## src/sfk_pkg.sv

```systemverilog
`default_nettype none

package sfk_pkg;

    localparam int VALUE_BITS_DEF = 16;
    localparam int IN_BITS        = 16;
    localparam int KERNEL_BITS    = 16;

    // controller -> datapath
    typedef struct packed {
        logic load;       // take a new value, d = 2, k = 1
        logic div_start;  // set up a division of m (or of the last quotient) by d
        logic div_step;   // one restoring step
        logic apply;      // d divided m: m = quotient, flip odd
        logic mul_d;      // fold d into k if odd, move to next d
        logic mul_m;      // fold leftover prime into k
    } t_cmd;

    // datapath -> controller
    typedef struct packed {
        logic sq_le;      // d*d <= m
        logic div_last;   // final restoring step this cycle
        logic rem_zero;   // last division left no remainder
    } t_stat;

endpackage

`default_nettype wire

```

## src/sfk_dp.sv

```systemverilog
`default_nettype none

module sfk_dp #(
    parameter int VALUE_BITS = sfk_pkg::VALUE_BITS_DEF
) (
    input  wire logic                           i_clk,
    input  wire logic [sfk_pkg::IN_BITS-1:0]    i_value,
    input  wire sfk_pkg::t_cmd                  i_cmd,
    output sfk_pkg::t_stat                      o_stat,
    output logic [sfk_pkg::KERNEL_BITS-1:0]     o_kernel,
    output logic                                o_is_perfect_square
);

    // d never passes floor(sqrt(m)) + 1
    localparam int DW = (VALUE_BITS + 1) / 2 + 1;
    localparam int CW = $clog2(VALUE_BITS);

    logic [VALUE_BITS-1:0] r_m;
    logic [DW-1:0]         r_d;
    logic [VALUE_BITS-1:0] r_k;
    logic                  r_odd;
    logic [VALUE_BITS-1:0] r_quo;
    logic [DW-1:0]         r_rem;
    logic [CW-1:0]         r_cnt;

    logic [2*DW-1:0]            w_sq;
    logic [DW:0]                w_rem_sh;
    logic [DW:0]                w_diff;
    logic                       w_ge;
    logic [VALUE_BITS+DW-1:0]   w_kd;
    logic [2*VALUE_BITS-1:0]    w_km;

    assign w_sq     = r_d * r_d;
    assign w_rem_sh = {r_rem, r_quo[VALUE_BITS-1]};
    assign w_ge     = w_rem_sh >= {1'b0, r_d};
    assign w_diff   = w_rem_sh - {1'b0, r_d};
    assign w_kd     = r_k * r_d;
    assign w_km     = r_k * r_m;

    assign o_stat.sq_le    = w_sq <= (2*DW)'(r_m);
    assign o_stat.div_last = r_cnt == CW'(VALUE_BITS - 1);
    assign o_stat.rem_zero = r_rem == '0;

    assign o_kernel            = sfk_pkg::KERNEL_BITS'(r_k);
    assign o_is_perfect_square = r_k == VALUE_BITS'(1);

    always_ff @(posedge i_clk) begin
        if (i_cmd.load) begin
            r_m   <= VALUE_BITS'(i_value);
            r_d   <= DW'(2);
            r_k   <= VALUE_BITS'(1);
            r_odd <= 1'b0;
        end

        if (i_cmd.div_start) begin
            // after a clean division the quotient already sits in r_quo
            r_quo <= i_cmd.apply ? r_quo : r_m;
            r_rem <= '0;
            r_cnt <= '0;
        end else if (i_cmd.div_step) begin
            r_quo <= {r_quo[VALUE_BITS-2:0], w_ge};
            r_rem <= w_ge ? w_diff[DW-1:0] : w_rem_sh[DW-1:0];
            r_cnt <= CW'(r_cnt + 1'b1);
        end

        if (i_cmd.apply) begin
            r_m   <= r_quo;
            r_odd <= ~r_odd;
        end

        if (i_cmd.mul_d) begin
            if (r_odd) begin
                r_k <= w_kd[VALUE_BITS-1:0];
            end
            r_d   <= DW'(r_d + 1'b1);
            r_odd <= 1'b0;
        end

        if (i_cmd.mul_m) begin
            if (r_m > VALUE_BITS'(1)) begin
                r_k <= w_km[VALUE_BITS-1:0];
            end
        end
    end

endmodule

`default_nettype wire

```

## src/sfk_ctrl.sv

```systemverilog
`default_nettype none

module sfk_ctrl (
    input  wire logic           i_clk,
    input  wire logic           i_rst_n,
    input  wire logic           i_start,
    input  wire sfk_pkg::t_stat i_stat,
    output sfk_pkg::t_cmd       o_cmd,
    output logic                o_busy,
    output logic                o_valid
);

    typedef enum logic [6:0] {
        S_IDLE  = 7'b0000001,
        S_CHECK = 7'b0000010,
        S_DIV   = 7'b0000100,
        S_EVAL  = 7'b0001000,
        S_MULD  = 7'b0010000,
        S_MULM  = 7'b0100000,
        S_DONE  = 7'b1000000
    } t_state;

    t_state r_state;
    t_state n_state;

    always_ff @(posedge i_clk) begin
        if (!i_rst_n) begin
            r_state <= S_IDLE;
        end else begin
            r_state <= n_state;
        end
    end

    always_comb begin
        n_state = r_state;
        o_cmd   = '0;
        unique case (r_state)
            S_IDLE: begin
                if (i_start) begin
                    o_cmd.load = 1'b1;
                    n_state    = S_CHECK;
                end
            end
            S_CHECK: begin
                if (i_stat.sq_le) begin
                    o_cmd.div_start = 1'b1;
                    n_state         = S_DIV;
                end else begin
                    n_state = S_MULM;
                end
            end
            S_DIV: begin
                o_cmd.div_step = 1'b1;
                if (i_stat.div_last) begin
                    n_state = S_EVAL;
                end
            end
            S_EVAL: begin
                // clean division: keep dividing by the same d
                if (i_stat.rem_zero) begin
                    o_cmd.apply     = 1'b1;
                    o_cmd.div_start = 1'b1;
                    n_state         = S_DIV;
                end else begin
                    n_state = S_MULD;
                end
            end
            S_MULD: begin
                o_cmd.mul_d = 1'b1;
                n_state     = S_CHECK;
            end
            S_MULM: begin
                o_cmd.mul_m = 1'b1;
                n_state     = S_DONE;
            end
            S_DONE: begin
                n_state = S_IDLE;
            end
            default: begin
                n_state = S_IDLE;
            end
        endcase
    end

    assign o_busy  = r_state != S_IDLE;
    assign o_valid = r_state == S_DONE;

endmodule

`default_nettype wire

```

## src/square_free_kernel.sv

```systemverilog
`default_nettype none

// Square-free kernel by trial division. Pulse start while busy is low to hand
// over i_value; busy then stays high until the result beat, which appears on
// o_kernel / o_is_perfect_square for exactly one cycle with o_valid and must be
// captured then, though the outputs hold it until the next start. The time per
// item is data dependent and set by the restoring divider shared by all trial
// divisions: after the load, each tried d costs a check, a restoring division
// and evaluation per attempt and a step to the next d, with d running up to
// sqrt of what is left; the leftover fold and result beat end it. 0 to 3 try no d.
module square_free_kernel #(
    parameter int VALUE_BITS = sfk_pkg::VALUE_BITS_DEF
) (
    input  wire logic                              i_clk,
    input  wire logic                              i_rst_n,
    input  wire logic                              start,
    output logic                                   busy,
    input  wire logic [sfk_pkg::IN_BITS-1:0]       i_value,
    output logic                                   o_valid,
    output logic [sfk_pkg::KERNEL_BITS-1:0]        o_kernel,
    output logic                                   o_is_perfect_square
);

    sfk_pkg::t_cmd  w_cmd;
    sfk_pkg::t_stat w_stat;
    logic           w_busy;

    sfk_ctrl u_ctrl (
        .i_clk   (i_clk),
        .i_rst_n (i_rst_n),
        .i_start (start),
        .i_stat  (w_stat),
        .o_cmd   (w_cmd),
        .o_busy  (w_busy),
        .o_valid (o_valid)
    );

    sfk_dp #(
        .VALUE_BITS (VALUE_BITS)
    ) u_dp (
        .i_clk               (i_clk),
        .i_value             (i_value),
        .i_cmd               (w_cmd),
        .o_stat              (w_stat),
        .o_kernel            (o_kernel),
        .o_is_perfect_square (o_is_perfect_square)
    );

    assign busy = w_busy;

endmodule

`default_nettype wire

```

## config.mk

```make
export PLATFORM = sky130hd
export DESIGN_NAME = square_free_kernel
export DESIGN_NICKNAME = d
export VERILOG_FILES = /design/src/sfk_pkg.sv /design/src/sfk_dp.sv /design/src/sfk_ctrl.sv /design/src/square_free_kernel.sv
export SDC_FILE = /design/constraint.sdc
export NUM_CORES = 1
export LEC_CHECK = 0
export BUFFER_PORTS_ARGS = -buffer_cell sky130_fd_sc_hd__buf_4
export CAP_MARGIN = 5
export CORE_ASPECT_RATIO = 0.5
export CORE_MARGIN = 2
export CORE_UTILIZATION = 40
export CTS_CLUSTER_SIZE = 16
export DETAILED_ROUTE_END_ITERATION = 8
export HOLD_SLACK_MARGIN = 0.03
export SYNTH_ARGS = -nofsm -noshare
export SYNTH_HDL_FRONTEND = slang
export SYNTH_SLANG_ARGS = --single-unit
```

## constraint.sdc

```tcl
create_clock -name i_clk -period 18.2 [get_ports i_clk]
set_clock_uncertainty 0.2 [all_clocks]
set_input_delay 3.64 -clock i_clk [delete_from_list [all_inputs] [get_ports i_clk]]
set_output_delay 3.64 -clock i_clk [all_outputs]
set_load 0.01 [all_outputs]
```

**Yosys cells after proc, flatten, opt, wreduce, memory -nomap -nowiden**

Index checks and enable logic that the tools add are counted.
W data, S select, Z words.

- Bits in registers: 78
- Bits of input ports: 19
- Logic and storage cells: 66

- Add/sub/neg operators: 3
- Multiply operators: 3
- Magnitude comparators: 3
- Equal/unequal tests: 13
- Mux-type cells: 29
- Bitwise gates (word level): 1
- Reduce and logical (&&, ||, !) cells: 6

Operator list:

| cell | number |
|---|---|
| $mux W16 | 10 |
| $pmux W7 S6 | 1 |
| $mux W9 | 3 |
| $le A18 B16 Y1 | 1 |
| $mul A9 B9 Y18 | 1 |
| $eq A16 B1 Y1 const B | 1 |
| $gt A16 B1 Y1 const B | 1 |
| $mul A16 B16 Y16 | 1 |
| $mul A16 B9 Y16 | 1 |
| $mux W7 | 2 |
| $ge A10 B9 Y1 | 1 |
| $mux W1 | 10 |
| $add A9 B1 Y9 const B | 1 |
| $logic_not A9 Y1 | 1 |
| $sub A9 B9 Y9 | 1 |
| $eq A7 B1 Y1 const B | 1 |
| $eq A7 B2 Y1 const B | 1 |
| $eq A7 B3 Y1 const B | 1 |
| $eq A7 B4 Y1 const B | 1 |
| $eq A7 B5 Y1 const B | 1 |
| $eq A7 B6 Y1 const B | 1 |
| $eq A7 B7 Y1 const B | 1 |
| $ne A7 B1 Y1 const B | 1 |
| $mux W6 | 1 |
| other kinds (9) | 13 |

**Logic depth before layout (Yosys ltp)**

- Depth in word-level cells: 7
- Depth in mapped cells: 26
- Mapped depth without buffers: 24

**Hierarchy**

A second synthesis with hierarchy kept.

- Cells, all modules: 1526
- Area total of the unflattened synthesis: 13359.1 µm²

By module, submodules not included:

| module | times used | cells each | area each (µm²) | seq. area each (µm²) |
|---|---|---|---|---|
| sfk_dp | 1 | 1474 | 12922.4 | 1831.8 |
| sfk_ctrl | 1 | 52 | 436.7 | 140.1 |

**Least setup slack after synthesis**

OpenSTA, ideal clock, no wires.

- Path type: register to register
- From: register u_dp.r_d[1]
- To: register u_dp.r_quo[0], data pin
- Setup time: 260 ps
- Arrival time: 5929 ps
- Setup slack: 11810 ps
- Cell stages (with the launch flop): 27
- Buffers on the path: 2
- Clock period less this slack: 6390 ps
- Cell sequence: edfxtp_1 -> clkbuf_1 -> clkinv_1 -> nor2_1 -> inv_1 -> fa_1 -> inv_1 -> fa_1 -> inv_1 -> fa_1 -> fa_1 -> inv_1 -> ha_1 -> a21o_1 -> a21oi_1 -> nand2_1 -> a21o_1 -> a21oi_1 -> xnor2_1 -> ha_1 -> nand4_1 -> nor4_1 -> o21bai_1 -> o31a_1 -> a31oi_4 -> buf_6 -> mux2_4

- Cells in the longest elaborated chain, start to end: 5
- Elaborated cells between the ends (all ways): 7

Ends and longest elaborated chain:

| item | RTL line | source |
|---|---|---|
| start, declared | sfk_dp.sv:19 | `logic [DW-1:0] r_d;` |
| start signal, assigned | sfk_dp.sv:75 | `r_d <= DW'(r_d + 1'b1);` |
| $mul A9 B9 Y18 | sfk_dp.sv:33 | `assign w_sq = r_d * r_d;` |
| $le A18 B16 Y1 | sfk_dp.sv:40 | `assign o_stat.sq_le = w_sq <= (2*DW)'(r_m);` |
| $mux W1 | sfk_ctrl.sv:45 | `if (i_stat.sq_le) begin` |
| $pmux W1 S2 | sfk_ctrl.sv:37 | `unique case (r_state)` |
| $mux W16 * | sfk_dp.sv:55 | `if (i_cmd.div_start) begin` |
| end signal, assigned | sfk_dp.sv:57 | `r_quo <= i_cmd.apply ? r_quo : r_m;` |
| end signal, assigned | sfk_dp.sv:61 | `r_quo <= {r_quo[VALUE_BITS-2:0], w_ge};` |
| end, declared | sfk_dp.sv:22 | `logic [VALUE_BITS-1:0] r_quo;` |

Mark *: on every way between the ends. The rest lies on a longest branch, timed or not. The select of a mux whose other input is x is not followed.
A chain may end at the register's enable or synchronous reset.

**Final worst setup path**

- From: register u_dp.r_d[2]
- To: register u_dp.r_quo[15], data pin

- Cells in the longest elaborated chain, start to end: 5

Ends and longest elaborated chain:

| item | RTL line |
|---|---|
| $mul A9 B9 Y18 | sfk_dp.sv:33 |
| $le A18 B16 Y1 | sfk_dp.sv:40 |
| $mux W1 | sfk_ctrl.sv:45 |
| $pmux W1 S2 | sfk_ctrl.sv:37 |
| $mux W16 | sfk_dp.sv:55 |

Every way passes these cells.

==> out/qor.txt <==
count of vias placed by the detailed router - 9,927
cell type with the largest total area after synthesis - fa_1
summed instance area of the synthesized netlist - 13,400 µm²
post-synthesis net count - 1,829
number of distinct library cells after synthesis - 67
Die Outline Area - 35,000 µm²
worst reg2reg path depth - 23
warning count from the yosys run - 0
Psw - 0.521 mW
GPL Wtd Cong - 0.877
overall overflow remaining after global route - 0
slew at the pin with the worst max-slew slack - 1170 ps
Required @ worst endpoint - 18,100 ps
critical path start-end classification - reg2reg
Post-synth ARST share - 0%
cell with the most instances after synthesis - inv_1
mux contribution to synthesized area - 3.87%
Worst setup SP type - flop
path class of the lowest-slack min-delay path - reg2reg
die outline width - 263 µm
count of antenna diodes in the layout - 0
static leakage power - 6.89 nW
combinational family with the most area after synthesis - adder cells
overall die height - 133 µm
DRC violation count after routing - 0
category of the worst setup path capture point - flop
wire length of the first global-routing pass - 54,900 µm
via count of the first global-routing pass - 10.1k
Seq/Total Area, Yosys - 14.8%
final worst path period need - 7930 ps
arrival time of the worst setup path - 7830 ps
sequential standard cell area - 1970 µm²
clock tree from TritonCTS - done
EDFF count, synth - 41
wirelength, routed - 33,200 µm
count of antenna-violating nets left after detailed routing - 0
Final Cycle Share - 43.6%
# port buffers - 37
sequential cell fraction of total power - 21.6%
total number of clock tree sinks - 78
setup tns final - 0 ps
CTS H-tree depth - 3
1st-iter DRT viols - 704
cell depth of the worst min-delay path - 2
pin count of the biggest net entering global routing - 31
synthesized-area fraction occupied by ao, oa, aoi and oai cells - 8.09%
Layout area overhead - 7.18%
hold_buf cts - 0
Combinational Power Share - 63.2%
status - finished clean
maximum clock path buffer count - 2
area of the multi-input gates - 10,100 µm²
syn avg cell area - 8.96 µm²
remaining max-slew budget at the tightest pin - 21.5%
PostCTS Resize Cnt - 0
non-filler cells, final - 1,941
Placed Cells incl. Taps - 1,925
Post-DP HPWL - 25,300 µm
total global-route track usage - 19.9%
ranking of synthesized cells by area - fa_1 27%, ha_1 13%, edfxtp_1 9.2%, inv_1 7.4%, dfxtp_1 5.5%
core area - 33,000 µm²
number of setup violations in the final report - 0
RSZ-0062 raised after global routing - no
number of hold violations in the final report - 0
fraction of post-synthesis cell area in the top cell type by area - 27.3%
net switching fraction of the power - 45.5%
Fmax - 126 MHz
total I/O pin count - 38
maximum fanout along the worst path - 30
number of standard cells after synthesis - 1,492
max-cap violation count - 0
Worst IR Drop VDD - 83.7 µV
fraction of the mapped netlist area in adder cells - 40.0%
Initial Util - 40.5%
clk_lat worst skew - 360 ps
proportion of layout cells with a drive suffix above 1 - 7.60%
number of antenna violations at the first check in global routing - 0
average wire per standard cell - 17.1 µm
clock network fraction of total power - 15.2%
post-synthesis register bit count - 78
Final Net Count - 1,832
post-synthesis share of cell area spent on xor and xnor gates - 6.01%
post-CTS setup buffers - 0
max-slew violations - 0
Worst Hold Slack - 292 ps
Cell Rows - 47
Int Power - 0.623 mW
clock buffers created by TritonCTS - 9
clock slew at reported path FFs - 70 ps
number of optimization iterations in the first detailed-route pass - 5
filler instances - 3,236
share of synthesized cell area in and, or, nand and nor gates - 17.8%
CTS Root Cell - clkbuf_16
dominant synthesized flop cell - edfxtp_1
average vias per placed instance - 5.11
total power divided by cell area - 79.9 nW/µm²
commonest cells in the netlist - 265 x inv_1, 194 x nand2_1, 182 x fa_1, 136 x ha_1, 108 x and2_1
==> flip-flops by register name, indices dropped and copies added (netlist names) <==
| name | flops |
|---|---|
| u_dp.r_cnt | 4 |
| u_ctrl.r_state | 7 |
| u_dp.r_quo | 16 |
| u_dp.o_kernel | 16 |
| u_dp.r_odd | 1 |
| u_dp.r_m | 16 |
| u_dp.r_d | 9 |
| u_dp.r_rem | 9 |
==> routing by layer <==
metal | GRT usage [%] | vias to the layer above | share of wire (%)
met5 | 0 | - | 0
met4 | 5.49 | 0 | 2.2
met3 | 2.50 | 39 | 4.8
met2 | 32.0 | 245 | 46
met1 | 28.2 | 4891 | 47
li1 | - | 4752 | -
==> final timing paths <==
| path | start | end | slack, ps |
|---|---|---|---|
| worst max-delay path | u_dp.r_d[2] | u_dp.r_quo[15] | 10270 |
| worst min-delay path | u_dp.r_cnt[1] | u_dp.r_cnt[1] | 290 |
| worst max register to register | u_dp.r_d[2] | u_dp.r_quo[15] | 10270 |
| worst min register to register | u_dp.r_cnt[1] | u_dp.r_cnt[1] | 290 |
==> through the flow <==
step | utilization [%] | total power [mW] | setup slack, ps | instance area, µm²
floorplan | - | 0.806 | 11810 | 13400
global placement | 42.6 | 0.972 | 10520 | 14100
detailed placement | 42.6 | 0.971 | 10350 | 14100
CTS | 43.4 | 1.15 | 10340 | 14300
global route | 43.4 | 1.26 | 9760 | 14300
finish | 43.4 | 1.14 | 10270 | 14300
==> cells by family (layout without fill, tap and decap cells) <==
family,Yosys count,after routing
compound gates,158,158
xor+xnor,87,87
mux,41,41
buf+inv,332,340
fa+ha+maj,318,318
flops,78,78
simple gates,478,478
==> worst max-delay path, cell delays in order, from the launching register on <==
cell      delay (ps)
edfxtp_1         840
clkinv_1         480
nor2_1           280
inv_1             90
fa_1             540
inv_1             50
fa_1             500
inv_1             60
fa_1             440
fa_1             520
inv_1             40
ha_1             330
o21ai_0          310
a21oi_1          140
a31o_2           250
a21oi_1          160
xnor2_1           80
ha_1             290
inv_1             40
o21ai_0          270
a311oi_1         110
o31a_1           360
a31oi_4          910
mux2_4           360
==> area by class of cell <==
class                   count  share of cell area, %
multi-input cells        1082                   70.6
flip-flops and latches     78                   13.8
inverters                 272                   7.13
well taps                 441                   3.85
repair buffers             52                   2.72
clock buffers              10                   1.60
clock inverters             6                  0.297
==> placed cells by master, fill, tap and decap left out, drive strengths merged, types with 40 or more instances in the layout <==
master / count
nor2: 68
xnor2: 66
inv: 269
a21oi: 40
edfxtp: 41
buf: 52
and2: 108
ha: 136
fa: 182
nand2: 194
==> power by group through the flow <==
| stage | registers, mW | logic, mW | clock network, mW |
|---|---|---|---|
| final | 0.247 | 0.723 | 0.173 |
| after global routing | 0.250 | 0.833 | 0.181 |
| after CTS | 0.247 | 0.725 | 0.177 |
| after detailed placement | 0.250 | 0.721 | 0 |
| after global placement | 0.251 | 0.721 | 0 |
| after floorplan | 0.223 | 0.583 | 0 |
Power figures use the tool's default switching activity.
